File: src/rtl/pcx_rle_line_encoder_macros.svh
// Assertion macros shared by the PCX run-length encoder RTL.
`ifndef PCX_RLE_LINE_ENCODER_MACROS_SVH
`define PCX_RLE_LINE_ENCODER_MACROS_SVH

`ifndef NO_ASSERTIONS

// prop must hold at every clock edge outside reset
`define PCX_ASSERT(label, clk, rst, prop, msg) \
  label: assert property (@(posedge clk) disable iff (rst) prop) else $error(msg);

// cond must never be true outside reset
`define PCX_ASSERT_NEVER(label, clk, rst, cond, msg) \
  label: assert property (@(posedge clk) disable iff (rst) !(cond)) else $error(msg);

`else

`define PCX_ASSERT(label, clk, rst, prop, msg)
`define PCX_ASSERT_NEVER(label, clk, rst, cond, msg)

`endif

`endif

File: src/rtl/pcx_rle_pkg.sv
// Types and constants of the PCX run-length line encoder.
`timescale 1ns / 1ps

package pcx_rle_pkg;

  localparam int RUN_W         = 6;
  localparam int MAX_RUN_DEF   = 63;
  localparam int CMD_DEPTH_DEF = 4;

  // top two bits set mark a count byte
  localparam logic [1:0] ESC_MARK = 2'b11;

  typedef struct packed {
    logic [7:0] data_byte;
    logic       line_end;
  } item_t;

  typedef struct packed {
    logic [7:0] code_byte;
    logic       last_of_item;
    logic       line_done;
  } result_t;

  // one run to be written out
  typedef struct packed {
    logic             valid;
    logic [7:0]       value;
    logic [RUN_W-1:0] len;
  } run_t;

  // work for the back end: closed run, flushed run at line end
  typedef struct packed {
    run_t closed;
    run_t flushed;
    logic line_end;
  } cmd_t;

endpackage

File: src/rtl/pcx_rle_front.sv
// Front end: accepts bytes, tracks the held run, emits run commands.
`timescale 1ns / 1ps

module pcx_rle_front #(
  parameter int MAX_RUN = pcx_rle_pkg::MAX_RUN_DEF
) (
  input  logic                           clk,
  input  logic                           rst,
  input  logic                           take,
  input  pcx_rle_pkg::item_t             item,
  output logic                           cmd_push,
  output pcx_rle_pkg::cmd_t              cmd,
  output logic [pcx_rle_pkg::RUN_W-1:0]  held_len
);

  localparam logic [pcx_rle_pkg::RUN_W-1:0] MAX_LEN = pcx_rle_pkg::RUN_W'(MAX_RUN);
  localparam logic [pcx_rle_pkg::RUN_W-1:0] ONE     = pcx_rle_pkg::RUN_W'(1);

  logic [7:0]                    held_value;
  logic [7:0]                    held_value_next;
  logic [pcx_rle_pkg::RUN_W-1:0] run_length;
  logic [pcx_rle_pkg::RUN_W-1:0] run_length_next;
  logic                          extend;

  assign extend = (run_length != '0) && (item.data_byte == held_value) &&
                  (run_length < MAX_LEN);

  always_comb begin
    cmd.closed.valid  = 1'b0;
    cmd.closed.value  = held_value;
    cmd.closed.len    = run_length;
    held_value_next   = held_value;
    run_length_next   = run_length;
    if (extend) begin
      run_length_next = run_length + ONE;
    end else begin
      cmd.closed.valid = (run_length != '0);
      held_value_next  = item.data_byte;
      run_length_next  = ONE;
    end
    cmd.flushed.valid = item.line_end;
    cmd.flushed.value = held_value_next;
    cmd.flushed.len   = run_length_next;
    cmd.line_end      = item.line_end;
    if (item.line_end) begin
      run_length_next = '0;
    end
  end

  assign cmd_push = take && (cmd.closed.valid || cmd.flushed.valid);
  assign held_len = run_length;

  always_ff @(posedge clk) begin
    if (rst) begin
      held_value <= '0;
      run_length <= '0;
    end else if (take) begin
      held_value <= held_value_next;
      run_length <= run_length_next;
    end
  end

endmodule

File: src/rtl/pcx_rle_cmd_fifo.sv
// Short command queue between front and back end.
`timescale 1ns / 1ps

module pcx_rle_cmd_fifo #(
  parameter int DEPTH = pcx_rle_pkg::CMD_DEPTH_DEF
) (
  input  logic              clk,
  input  logic              rst,
  input  logic              wr,
  input  pcx_rle_pkg::cmd_t wdata,
  input  logic              rd,
  output pcx_rle_pkg::cmd_t rdata,
  output logic              full,
  output logic              empty
);

  localparam int PTR_W = $clog2(DEPTH);
  localparam int CNT_W = $clog2(DEPTH + 1);
  localparam logic [PTR_W-1:0] LAST_PTR = PTR_W'(DEPTH - 1);
  localparam logic [CNT_W-1:0] FULL_CNT = CNT_W'(DEPTH);

  pcx_rle_pkg::cmd_t slots [DEPTH];
  logic [PTR_W-1:0]  wr_ptr;
  logic [PTR_W-1:0]  rd_ptr;
  logic [CNT_W-1:0]  count;
  logic              do_wr;
  logic              do_rd;

  assign full  = (count == FULL_CNT);
  assign empty = (count == '0);
  assign do_wr = wr && !full;
  assign do_rd = rd && !empty;
  assign rdata = slots[rd_ptr];

  always_ff @(posedge clk) begin
    if (do_wr) begin
      slots[wr_ptr] <= wdata;
    end
  end

  always_ff @(posedge clk) begin
    if (rst) begin
      wr_ptr <= '0;
      rd_ptr <= '0;
      count  <= '0;
    end else begin
      if (do_wr) begin
        wr_ptr <= (wr_ptr == LAST_PTR) ? '0 : wr_ptr + PTR_W'(1);
      end
      if (do_rd) begin
        rd_ptr <= (rd_ptr == LAST_PTR) ? '0 : rd_ptr + PTR_W'(1);
      end
      if (do_wr && !do_rd) begin
        count <= count + CNT_W'(1);
      end else if (do_rd && !do_wr) begin
        count <= count - CNT_W'(1);
      end
    end
  end

endmodule

File: src/rtl/pcx_rle_back.sv
// Back end: expands run commands, one code byte per unstalled cycle.
`timescale 1ns / 1ps

module pcx_rle_back (
  input  logic                  clk,
  input  logic                  rst,
  input  logic                  cmd_empty,
  input  pcx_rle_pkg::cmd_t     cmd,
  output logic                  cmd_pop,
  input  logic                  pop,
  output logic                  empty,
  output pcx_rle_pkg::result_t  result
);

  logic              on_flushed;  // second run of the command in progress
  logic              count_sent;  // count byte of current run already out
  logic              out_valid;
  logic              use_flushed;
  pcx_rle_pkg::run_t run;
  logic              escaped;
  logic              run_done;
  logic              cmd_done;
  logic              emit;
  logic [7:0]        byte_out;

  assign use_flushed = on_flushed || !cmd.closed.valid;
  assign run         = use_flushed ? cmd.flushed : cmd.closed;
  assign escaped     = (run.len != pcx_rle_pkg::RUN_W'(1)) ||
                       (run.value[7:6] == pcx_rle_pkg::ESC_MARK);
  assign byte_out    = (escaped && !count_sent) ? {pcx_rle_pkg::ESC_MARK, run.len} : run.value;
  assign run_done    = !escaped || count_sent;
  assign cmd_done    = run_done && (use_flushed || !cmd.flushed.valid);
  assign emit        = !cmd_empty && (!out_valid || pop);
  assign cmd_pop     = emit && cmd_done;
  assign empty       = !out_valid;

  always_ff @(posedge clk) begin
    if (rst) begin
      out_valid  <= 1'b0;
      on_flushed <= 1'b0;
      count_sent <= 1'b0;
    end else begin
      if (emit) begin
        out_valid <= 1'b1;
      end else if (pop) begin
        out_valid <= 1'b0;
      end
      if (emit) begin
        if (cmd_done) begin
          on_flushed <= 1'b0;
          count_sent <= 1'b0;
        end else if (run_done) begin
          on_flushed <= 1'b1;
          count_sent <= 1'b0;
        end else begin
          count_sent <= 1'b1;
        end
      end
    end
  end

  always_ff @(posedge clk) begin
    if (emit) begin
      result.code_byte    <= byte_out;
      result.last_of_item <= cmd_done;
      result.line_done    <= cmd_done && cmd.line_end;
    end
  end

endmodule

File: src/rtl/pcx_rle_line_encoder.sv
// Top level of the PCX run-length line encoder.
//
//   channel  dir  handshake             payload
//   item     in   push / full           pcx_rle_pkg::item_t   (data_byte, line_end)
//   result   out  pop / empty           pcx_rle_pkg::result_t (code_byte, last_of_item,
//                                                              line_done)
//
// The front end takes one byte per cycle while the command queue has room; a
// byte that only extends the held run costs nothing downstream.
// The back end writes one code byte per cycle while the output is popped; an input
// beat yields 0 to 4 code bytes (2 for an escaped literal); the back end's single
// byte-per-cycle expander sets the sustained rate.
// The first code byte of an accepted closing byte passes through the command queue
// and then the result register before it reaches the result ports.
// rst is synchronous, active high; it drops the held run, the queue and the
// output register. A stalled output only stalls the input once the queue fills.
`timescale 1ns / 1ps
`include "pcx_rle_line_encoder_macros.svh"

module pcx_rle_line_encoder #(
  parameter int MAX_RUN   = pcx_rle_pkg::MAX_RUN_DEF,   // 1 .. 63
  parameter int CMD_DEPTH = pcx_rle_pkg::CMD_DEPTH_DEF  // 2 or more
) (
  input  logic                 clk,
  input  logic                 rst,
  input  logic                 push,
  output logic                 full,
  input  pcx_rle_pkg::item_t   item,
  output logic                 empty,
  input  logic                 pop,
  output pcx_rle_pkg::result_t result
);

  logic                          take;
  logic                          cmd_push;
  logic                          cmd_pop;
  logic                          cmd_full;
  logic                          cmd_empty;
  pcx_rle_pkg::cmd_t             cmd_in;
  pcx_rle_pkg::cmd_t             cmd_head;
  logic [pcx_rle_pkg::RUN_W-1:0] held_len;

  // input beat is taken whenever the queue can hold its command
  assign full = cmd_full;
  assign take = push && !cmd_full;

  pcx_rle_front #(
    .MAX_RUN (MAX_RUN)
  ) u_front (
    .clk      (clk),
    .rst      (rst),
    .take     (take),
    .item     (item),
    .cmd_push (cmd_push),
    .cmd      (cmd_in),
    .held_len (held_len)
  );

  pcx_rle_cmd_fifo #(
    .DEPTH (CMD_DEPTH)
  ) u_fifo (
    .clk   (clk),
    .rst   (rst),
    .wr    (cmd_push),
    .wdata (cmd_in),
    .rd    (cmd_pop),
    .rdata (cmd_head),
    .full  (cmd_full),
    .empty (cmd_empty)
  );

  pcx_rle_back u_back (
    .clk       (clk),
    .rst       (rst),
    .cmd_empty (cmd_empty),
    .cmd       (cmd_head),
    .cmd_pop   (cmd_pop),
    .pop       (pop),
    .empty     (empty),
    .result    (result)
  );

  // a line end always leaves the front end with no run held
  `PCX_ASSERT(a_line_end_clears, clk, rst, (take && item.line_end) |=> (held_len == '0), "run held past line end")
  // the held run never exceeds the configured limit
  `PCX_ASSERT_NEVER(a_run_limit, clk, rst, held_len > pcx_rle_pkg::RUN_W'(MAX_RUN), "run over limit")
  // end of line only on the last beat of an item
  `PCX_ASSERT_NEVER(a_line_done_last, clk, rst, !empty && result.line_done && !result.last_of_item, "line_done without last_of_item")
  // back end only retires a command that is present
  `PCX_ASSERT_NEVER(a_pop_on_empty, clk, rst, cmd_pop && cmd_empty, "command popped from empty queue")

endmodule

File: config.mk
export PLATFORM = sky130hd
export DESIGN_NAME = pcx_rle_line_encoder
export DESIGN_NICKNAME = d
export VERILOG_FILES = /design/src/rtl/pcx_rle_pkg.sv /design/src/rtl/pcx_rle_front.sv /design/src/rtl/pcx_rle_cmd_fifo.sv /design/src/rtl/pcx_rle_back.sv /design/src/rtl/pcx_rle_line_encoder.sv
export VERILOG_INCLUDE_DIRS = /design/src /design/src/rtl
export SDC_FILE = /design/constraint.sdc
export NUM_CORES = 1
export LEC_CHECK = 0
export BUFFER_PORTS_ARGS = -buffer_cell sky130_fd_sc_hd__buf_2
export CAP_MARGIN = 5
export CORE_MARGIN = 3
export CORE_UTILIZATION = 44
export CTS_CLUSTER_SIZE = 28
export DETAILED_ROUTE_END_ITERATION = 6
export PLACE_DENSITY = 0.62
export SLEW_MARGIN = 30
export SYNTH_ARGS = -nofsm -noshare
export SYNTH_HDL_FRONTEND = slang
export SYNTH_SLANG_ARGS = --single-unit
File: constraint.sdc
create_clock -name clk -period 3.85 [get_ports clk]
set_input_delay 1.155 -clock clk [delete_from_list [all_inputs] [get_ports clk]]
set_output_delay 1.155 -clock clk [all_outputs]
set_load 0.02 [all_outputs]
==> results of run 1 <==
[Yosys cell counts (all sizes together) (4+ instances only)]
cell / instances
ha: 8
mux4: 29
mux2i: 4
o211ai: 5
edfxtp: 130
nor4: 5
nand4: 7
clkbuf: 16
and2: 6
inv: 11
a22o: 6
buf: 8
a22oi: 6
xor2: 11
nand2: 45
a21oi: 16
o21ai: 4
dfxtp: 26
nor2: 17
nand3: 5
nand2b: 4
[metrics by stage]
stage	setup slack (ns)	hold WS (ns)	utilization (%)	cell area [µm²]	total power, µW
6_report	0.458	0.464	51.9	7270	4710
5_1_grt	0.268	0.510	51.9	7270	4940
4_1_cts	0.455	0.466	51.9	7270	4760
3_5_place_dp	0.292	0.458	48.0	6720	3210
3_3_place_gp	0.400	0.446	48.0	6720	3180
2_1_floorplan	0.689	0.440	-	6350	2880
[logic make-up (layout without fill, tap and decap cells)]
| group | count (synthesis) | in the layout | synth area share, % |
|---|---|---|---|
| flops | 156 | 156 | 69.7 |
| simple gates | 103 | 103 | 7.77 |
| compound gates | 42 | 42 | 4.87 |
| mux | 36 | 36 | 11.5 |
| buf+inv | 36 | 84 | 2.39 |
| xor+xnor | 14 | 14 | 1.93 |
| fa+ha+maj | 9 | 9 | 1.89 |
[metal layers]
metal / global-route usage, % / vias to the layer above
met4: 6.25 / 0
met3: 4.83 / 14
met1: 22.9 / 1721
met2: 25.1 / 93
met5: 0 / -
li1: - / 1580
[sequential cells by signal, indices dropped and copies added (netlist names), named ones only]
register	cells
u_fifo.wr_ptr	2
u_front.held_value	8
u_fifo.count	3
u_front.held_len	6
u_fifo.rd_ptr	2
u_fifo.slots	120
u_back.count_sent	1
u_back.on_flushed	1
u_back.out_valid	1
u_back.result	10
[worst reg2reg max path, stage by stage, from the launching register on]
cell and delay [ns]:
dfxtp_1 0.46, buf_4 0.24, mux4_2 0.39, and4bb_2 0.28
o21ai_4 0.41, a21oi_2 0.19, inv_1 0.09, ha_1 0.18
inv_1 0.06, fa_1 0.37, xor2_1 0.19, or3_1 0.32
a21oi_1 0.14
[worst max path at each step]
stage / startpoint / end / slack [ns] / depth (start not counted)
after floorplan: item[1] / u_fifo.count[2]$_SDFFE_PP0P_ / 0.69 / 11
after global placement: item[5] / u_fifo.count[2]$_SDFFE_PP0P_ / 0.40 / 13
after detailed placement: item[5] / u_fifo.count[2]$_SDFFE_PP0P_ / 0.29 / 13
after CTS: flip-flop / u_fifo.count[2]$_SDFFE_PP0P_ / 0.45 / 12
after global routing: flip-flop / u_fifo.count[2]$_SDFFE_PP0P_ / 0.27 / 13
final: flip-flop / u_fifo.count[2]$_SDFFE_PP0P_ / 0.46 / 12
[power groups by stage]
stage	sequential, µW	combinational (µW)	clock [µW]
after floorplan	2220	656	0
after global placement	2160	1020	0
after detailed placement	2180	1030	0
after CTS	2140	1030	1580
after global routing	2160	1120	1660
final	2140	1020	1550
[area by class of cell]
class	instances	area, µm²
Timing Repair Buffer	41	248
Clock inverter	10	100
Inverter	12	45.0
Clock buffer	21	450
Sequential cell	156	4430
Tap cell	180	225
Fill cell	1149	6720
Multi-Input combinational cell	204	1770
==> out/qor.yml, run 1 <==
start_util_pct: 45.4
power.internal_uw: 3410
setup_viol: 0
die_x_um: 126
hold_path_startpoint: "u_back.count_sent$_SDFFE_PP0P_"
cts_tree: "done"
ys.flop_type: "edfxtp_1"
syn_avg_cell_area_um2: 16.0
n_antenna_cell: 0
peakVddDrop_uv: 428
reg2regPathDepth: 12
netSwitchingPower_uw: 1300
finalHoldViolCount: 0
cts_hold_buf: 0
tightest_slew_ns: 0.945
ant_nets: 0
cp-start-kind: "flip-flop"
vias: 3408
wl_met3_um: 767
crit_type: "flip-flop to flip-flop"
skew_ns: 0.00532
rsz0062_at_grt: "false"
place_congestion: 0.757
cp-end-kind: "flip-flop"
grt_pass1_vias: 3493
crit_required_ns: 4.20
cts_buffer_depth: 2
portBuffers: 24
worstPathCellList: "buf_4 > mux4_2 > and4bb_2 > o21ai_4 > a21oi_2 > inv_1 > ha_1 > inv_1 > fa_1 > xor2_1 > or3_1 > a21oi_1"
top_layer: "met4"
fin_crit_ns: 3.39
slowest_stage: "dfxtp_1"
row_count: 43
outcome: "completed"
clk_pin_slew_ns: 0.06
yosysTopAreaCell: "edfxtp_1"
crit_family: "compound AO/OA/AOI/OAI gates"
syn-num-nets: 418
root_buffer: "clkbuf_16"
p_clk_share_pct: 33.0
cts_buffers: 17
period_share_pct: 88.1
areaGrowthSynthToFinish_pct: 14.5
synth-edff-count: 130
hold_class: "flip-flop to flip-flop"
grtUsageTotal_pct: 16.6
cts_htree_levels: 4
die_h_um: 126
grt_pass1_wl_um: 19400
cts.sink_count: 156
synthArstFlopShare_pct: 0
synth_top_area_share_pct: 61.5
r2r-end: "u_fifo.count[2]$_SDFFE_PP0P_"
hold_end: "u_back.count_sent$_SDFFE_PP0P_"
max_freq_mhz: 295
combPwrFrac_pct: 21.7
cp.arrival_ns: 3.74
dieArea_um2: 15900
p_leak_uw: 0.00249
antenna_found_initial: 0
wl_met2_um: 5900
cp_num_buf_inv: 3
routedWlPerCell_um: 19.5
drc: 0
critPathMostFrequentCell: "inv_1"
viasPerCell: 5.46
drtIter0Drc: 275
switching_share_pct: 27.6
synth.distinct_cells: 47
drive_gt1_share_pct: 23.4
hpwlAfterDp_um: 7800
slew_violations: 0
cts_resized: 0
core_region_area_um2: 14000
pin_count: 25
final_cell_mix: "130 x edfxtp_1, 44 x nand2_1, 29 x mux4_2, 25 x dfxtp_1, 24 x buf_2"
routed_wl_um: 12200
gr-total-overflow: 0
drtPass1Iterations: 4
critPathMaxStageDelay_ns: 0.46
wl_met1_um: 5320
worstHoldPathCells: 2
r2r_slack_ns: 0.46
clock_latency_ns: 0.42
p_per_area_nw_per_um2: 648
slew_headroom_pct: 36.9
p_seq_share_pct: 45.4
tns_ns: 0
maxCapViolations: 0
syn_area_um2: 6350
ys_ff_latch: 156
synthTopCellsByArea: "edfxtp_1 62%, mux4_2 10%, dfxtp_1 8.2%"
dp_cells: 593
grt_max_degree: 31
critPathMaxFanout: 16
yosysSeqAreaShare_pct: 69.7
postCtsSetupBuffers: 0
yosys_warnings: 0
final_cells: 624
mostFrequentLayoutCell: "edfxtp_1"
num-nets-final: 454
synth_cells: 396
(Power assumes the default switching activity.)
==> inputs of run 2 (changes only) <==
--- a/config.mk
+++ b/config.mk
@@ -10,6 +10,7 @@
 export CAP_MARGIN = 5
 export CORE_MARGIN = 3
 export CORE_UTILIZATION = 44
+export CTS_BUF_LIST = sky130_fd_sc_hd__clkbuf_2 sky130_fd_sc_hd__clkbuf_4 sky130_fd_sc_hd__clkbuf_8
 export CTS_CLUSTER_SIZE = 28
 export DETAILED_ROUTE_END_ITERATION = 6
 export PLACE_DENSITY = 0.62
==> out/qor.yml, run 2 (synthesis gave the netlist of run 1 again) <==
outcome: "completed"
whs_ns: 0.465  # +0.000975 ns
drtIter0Drc: 269  # -2.2%
routed_wl_um: 12200  # +0.58%
crit_type: "flip-flop to flip-flop"
routedWlPerCell_um: 19.6  # +0.58%
cp.arrival_ns: 3.81  # +0.07 ns
p_leak_uw: 0.00242  # -3.1%
crit_required_ns: 4.23  # +0.03 ns
p_per_area_nw_per_um2: 608  # -6.3%
cts_buffer_depth: 2  # unchanged
cts_htree_levels: 4  # unchanged
drc: 0  # unchanged
grt_pass1_wl_um: 19300  # -0.49%
top_register: "u_fifo.slots"
die_h_um: 126  # unchanged
dp_cells: 593  # unchanged
cts_buffers: 17  # unchanged
cp-end-kind: "flip-flop"
peakVddDrop_uv: 350  # -18%
pin_count: 25  # unchanged
n_antenna_cell: 0  # unchanged
cts_hold_buf: 0  # unchanged
cts.sink_count: 156  # unchanged
clk_pin_slew_ns: 0.08  # +0.02 ns
rsz0062_at_grt: "false"
row_count: 43  # unchanged
areaGrowthSynthToFinish_pct: 11.6
cts_resized: 0  # unchanged
dieArea_um2: 15900  # unchanged
hpwlAfterDp_um: 7800  # unchanged
setup_viol: 0  # unchanged
portBuffers: 24  # unchanged
hold_class: "flip-flop to flip-flop"
num-nets-final: 454  # unchanged
drive_gt1_share_pct: 24.1  # +0.68 points
post-place-ws_ns: 0.292  # unchanged
setup_slack_ns: 0.420  # -0.0385 ns
cts_tree: "done"
postCtsSetupBuffers: 0  # unchanged
grt_max_degree: 31  # unchanged
slew_violations: 0  # unchanged
antenna_found_initial: 0  # unchanged
place_area_um2: 6720  # unchanged
skew_ns: 0.0123  # +0.00700 ns
gr-total-overflow: 0  # unchanged
core_region_area_um2: 14000  # unchanged
finalHoldViolCount: 0  # unchanged
fin_crit_ns: 3.43  # +0.0385 ns
maxCapViolations: 0  # unchanged
vias: 3437  # +0.85%
critPathMaxFanout: 16  # unchanged
viasPerCell: 5.51  # +0.85%
clock_latency_ns: 0.45  # +0.03 ns
period_share_pct: 89.1  # +1.0 points
cp-start-kind: "flip-flop"
final_area_um2: 7090  # -2.5%
max_freq_mhz: 292  # -1.1%
root_buffer: "clkbuf_8"
die_x_um: 126  # unchanged
largest_reg_flops: 120  # unchanged
tns_ns: 0  # unchanged
ant_nets: 0  # unchanged
slew_headroom_pct: 37.9  # +1.0 points
final_cells: 624  # unchanged
grtUsageTotal_pct: 16.4  # -0.18 points
drtPass1Iterations: 5  # +1
final_cell_mix: "130 x edfxtp_1, 44 x nand2_1, 29 x mux4_2, 25 x dfxtp_1, 24 x buf_2"
tightest_slew_ns: 0.929  # -0.0156 ns
grt_pass1_vias: 3463  # -0.86%
mostFrequentLayoutCell: "edfxtp_1"
top_regs: "u_fifo.slots (120), u_back.result (10), u_front.held_value (8)"
start_util_pct: 45.4  # unchanged
place_congestion: 0.757  # unchanged
run 2: cell counts in the layout (fill, tap and decap cells not counted):
No cell type changed its count.
run 2: area by class of cell:
| cell class | count | area, µm² |
|---|---|---|
| Fill cell | 1173 | 6900 |
| Tap cell | 180 | 225 |
| Clock buffer | 21 | 270 |
| Inverter | 12 | 45.0 |
| Timing Repair Buffer | 41 | 248 |
| Clock inverter | 10 | 100 |
| Sequential cell | 156 | 4430 |
| Multi-Input combinational cell | 204 | 1770 |
run 2: worst paths after layout:
kind / startpoint / end / slack [ns] / depth (start not counted)
max: flip-flop / u_fifo.count[2]$_SDFFE_PP0P_ / 0.42 / 12
max reg2reg: flip-flop / u_fifo.count[2]$_SDFFE_PP0P_ / 0.42 / 12
min reg2reg: u_back.count_sent$_SDFFE_PP0P_ / u_back.count_sent$_SDFFE_PP0P_ / 0.47 / 2
min: u_back.count_sent$_SDFFE_PP0P_ / u_back.count_sent$_SDFFE_PP0P_ / 0.47 / 2
run 2: metal layers:
layer	part of all wire, %	GRT usage, %	vias to the layer above
met5	0	0	-
met4	1.1	5.30	0
met3	5.2	4.96	11
met2	48	25.0	79
met1	46	22.7	1767
li1	-	-	1580
run 2: critical path: stages (launching register included):
cell and delay, ns:
dfxtp_1 0.48, buf_4 0.25, mux4_2 0.38, and4bb_2 0.28, o21ai_4 0.42, a21oi_2 0.20
inv_1 0.09, ha_1 0.18, inv_1 0.06, fa_1 0.37, xor2_1 0.19, or3_1 0.32
a21oi_1 0.14
run 2: power breakdown:
part | internal (µW) | leakage [µW] | switching, µW
logic | 404 | 0.000788 | 623
clock network | 599 | 0.000194 | 546
registers | 2050 | 0.00143 | 83.2
total | 3050 | 0.00242 | 1250
run 2: through the flow:
stage / utilization (%) / power (µW)
6_report: 50.7 / 4310
5_1_grt: 50.7 / 4520
4_1_cts: 50.7 / 4350
3_5_place_dp: 48.0 / 3210
3_3_place_gp: 48.0 / 3180
2_1_floorplan: - / 2880
==> inputs of run 3 (changes only) <==
--- a/config.mk
+++ b/config.mk
@@ -8,12 +8,10 @@
 export LEC_CHECK = 0
 export BUFFER_PORTS_ARGS = -buffer_cell sky130_fd_sc_hd__buf_2
 export CAP_MARGIN = 5
-export CORE_MARGIN = 3
 export CORE_UTILIZATION = 44
 export CTS_BUF_LIST = sky130_fd_sc_hd__clkbuf_2 sky130_fd_sc_hd__clkbuf_4 sky130_fd_sc_hd__clkbuf_8
 export CTS_CLUSTER_SIZE = 28
 export DETAILED_ROUTE_END_ITERATION = 6
-export PLACE_DENSITY = 0.62
 export SLEW_MARGIN = 30
 export SYNTH_ARGS = -nofsm -noshare
 export SYNTH_HDL_FRONTEND = slang
==> constraint.sdc (replaced) <==
create_clock -name clk -period 3.2 [get_ports clk]
set_input_delay 0.96 -clock clk [delete_from_list [all_inputs] [get_ports clk]]
set_output_delay 0.96 -clock clk [all_outputs]
set_load 0.02 [all_outputs]
==> out/qor.yml, run 3 (synthesis gave the netlist of run 1 again) <==
outcome: "completed"
critPathMaxFanout: 9  # -7
cts_hold_buf: 0  # unchanged
p_leak_uw: 0.00252  # +4.1%
grt_pass1_wl_um: 19400  # +0.57%
whs_ns: 0.463  # -0.00231 ns
slew_headroom_pct: 60.2  # +22 points
drc: 0  # unchanged
cp_num_buf_inv: 4  # +1
tns_ns: 0  # unchanged
core_region_area_um2: 14000  # unchanged
routedWlPerCell_um: 19.8  # +0.81%
largest_reg_flops: 120  # unchanged
row_count: 43  # unchanged
hold_class: "flip-flop to flip-flop"
final_area_um2: 7390  # +4.2%
worstPathCellList: "clkbuf_16 > buf_4 > mux4_2 > nand2_1 > and4bb_2 > o21ai_4 > a21oi_4 > inv_1 > ha_1 > inv_1 > fa_1 > xor2_1 > or3_1 > a21oi_1"
cts_htree_levels: 4  # unchanged
drtIter0Drc: 199  # -26%
viasPerCell: 5.34  # -3.1%
slowest_stage: "dfxtp_4"
peakVddDrop_uv: 387  # +10%
rsz0062_at_grt: "false"
maxCapViolations: 0  # unchanged
die_x_um: 122  # -3.2%
fillers: 1170  # -0.26%
antenna_found_initial: 0  # unchanged
cp-end-kind: "flip-flop"
n_antenna_cell: 0  # unchanged
top_regs: "u_fifo.slots (120), u_back.result (10), u_front.held_value (8)"
fin_crit_ns: 3.00  # -0.426 ns
drive_gt1_share_pct: 28.3  # +4.2 points
final_cell_mix: "130 x edfxtp_1, 44 x nand2_1, 29 x mux4_2, 28 x buf_4, 25 x dfxtp_1"
routed_wl_um: 12700  # +3.9%
portBuffers: 24  # unchanged
slew_violations: 0  # unchanged
mostFrequentLayoutCell: "edfxtp_1"
cts_buffer_depth: 2  # unchanged
die_h_um: 122  # -3.2%
max_freq_mhz: 333  # +14%
cp-start-kind: "flip-flop"
start_util_pct: 45.4  # unchanged
grtUsageTotal_pct: 18.4  # +2.1 points
gr-total-overflow: 0  # unchanged
place_congestion: 0.787  # +4.1%
cp.arrival_ns: 3.37  # -0.44 ns
clock_latency_ns: 0.44  # about the same
clk_pin_slew_ns: 0.07  # about the same
finalHoldViolCount: 0  # unchanged
pin_count: 25  # unchanged
grt_pass1_vias: 3554  # +2.6%
cts_buffers: 17  # unchanged
grt_max_degree: 31  # unchanged
root_buffer: "clkbuf_8"
p_per_area_nw_per_um2: 740  # +22%
place_area_um2: 6860  # +2.1%
top_register: "u_fifo.slots"
skew_ns: 0.0121  # -0.000255 ns
period_share_pct: 93.9  # +4.8 points
crit_type: "flip-flop to flip-flop"
ant_nets: 0  # unchanged
vias: 3432  # -0.15%
dieArea_um2: 14900  # -6.2%
cts_tree: "done"
areaGrowthSynthToFinish_pct: 16.4
cts.sink_count: 156  # unchanged
crit_family: "simple AND/OR/NAND/NOR gates"
hpwlAfterDp_um: 7910  # +1.4%
critPathMostFrequentCell: "inv_1"
num-nets-final: 473  # +4.2%
drtPass1Iterations: 5  # unchanged
utilization_pct: 52.8  # +2.1 points
critPathMaxStageDelay_ns: 0.38  # -0.10 ns
tightest_slew_ns: 0.597  # -0.333 ns
setup_viol: 0  # unchanged
crit_required_ns: 3.57  # -0.66 ns
run 3: cell types whose count changed in the layout (fill, tap and decap cells not counted), sizes merged:
cell and delta:
buf +18, bufinv +1, clkbuf +1, clkinv -1
run 3: cell type report:
class	count	area [µm²]	area share (%)
Multi-Input combinational cell	204	1810	24.4
Clock buffer	21	270	3.66
Sequential cell	156	4430	60.0
Timing Repair Buffer	60	487	6.59
Tap cell	180	225	3.05
Clock inverter	10	125	1.69
Inverter	12	45.0	0.610
run 3: worst min-delay path, stage by stage (launching register included):
cell,delay (ns)
dfxtp_1,0.31
nand2_1,0.05
a21oi_1,0.05
run 3: layer usage:
layer,up-vias,wire length (µm),GRT usage (%)
met4,0,89,4.95
met2,88,6190,29.7
li1,1614,-,-
met3,8,654,4.92
met1,1722,5770,24.7
met5,-,0,0
run 3: per-stage QoR:
step	total power [µW]	worst slack (ns)	instances
after floorplan	3500	0.222	396
after global placement	3920	-0.0160	602
after detailed placement	3940	-0.0840	602
after CTS	5400	0.112	633
after global routing	5730	0.00823	643
final	5460	0.196	643
run 3: where the power goes:
group	switching, µW	leakage [µW]	internal [µW]
clock network	671	0.000205	802
registers	106	0.00140	2480
logic	799	0.000913	608
run 3: worst paths after layout:
path / start / to / slack (ns) / cells after the start
worst max-delay path: flip-flop / u_fifo.count[2]$_SDFFE_PP0P_ / 0.20 / 14
worst min register to register: u_back.count_sent$_SDFFE_PP0P_ / u_back.count_sent$_SDFFE_PP0P_ / 0.46 / 2
worst min-delay path: u_back.count_sent$_SDFFE_PP0P_ / u_back.count_sent$_SDFFE_PP0P_ / 0.46 / 2
worst max register to register: flip-flop / u_fifo.count[2]$_SDFFE_PP0P_ / 0.20 / 14
run 3: timing repair:
| action | CTS | global route |
|---|---|---|
| resized for setup | 0 | 10 |
| setup endpoints to repair | 0 | 2 |
| buffers inserted | 0 | 9 |
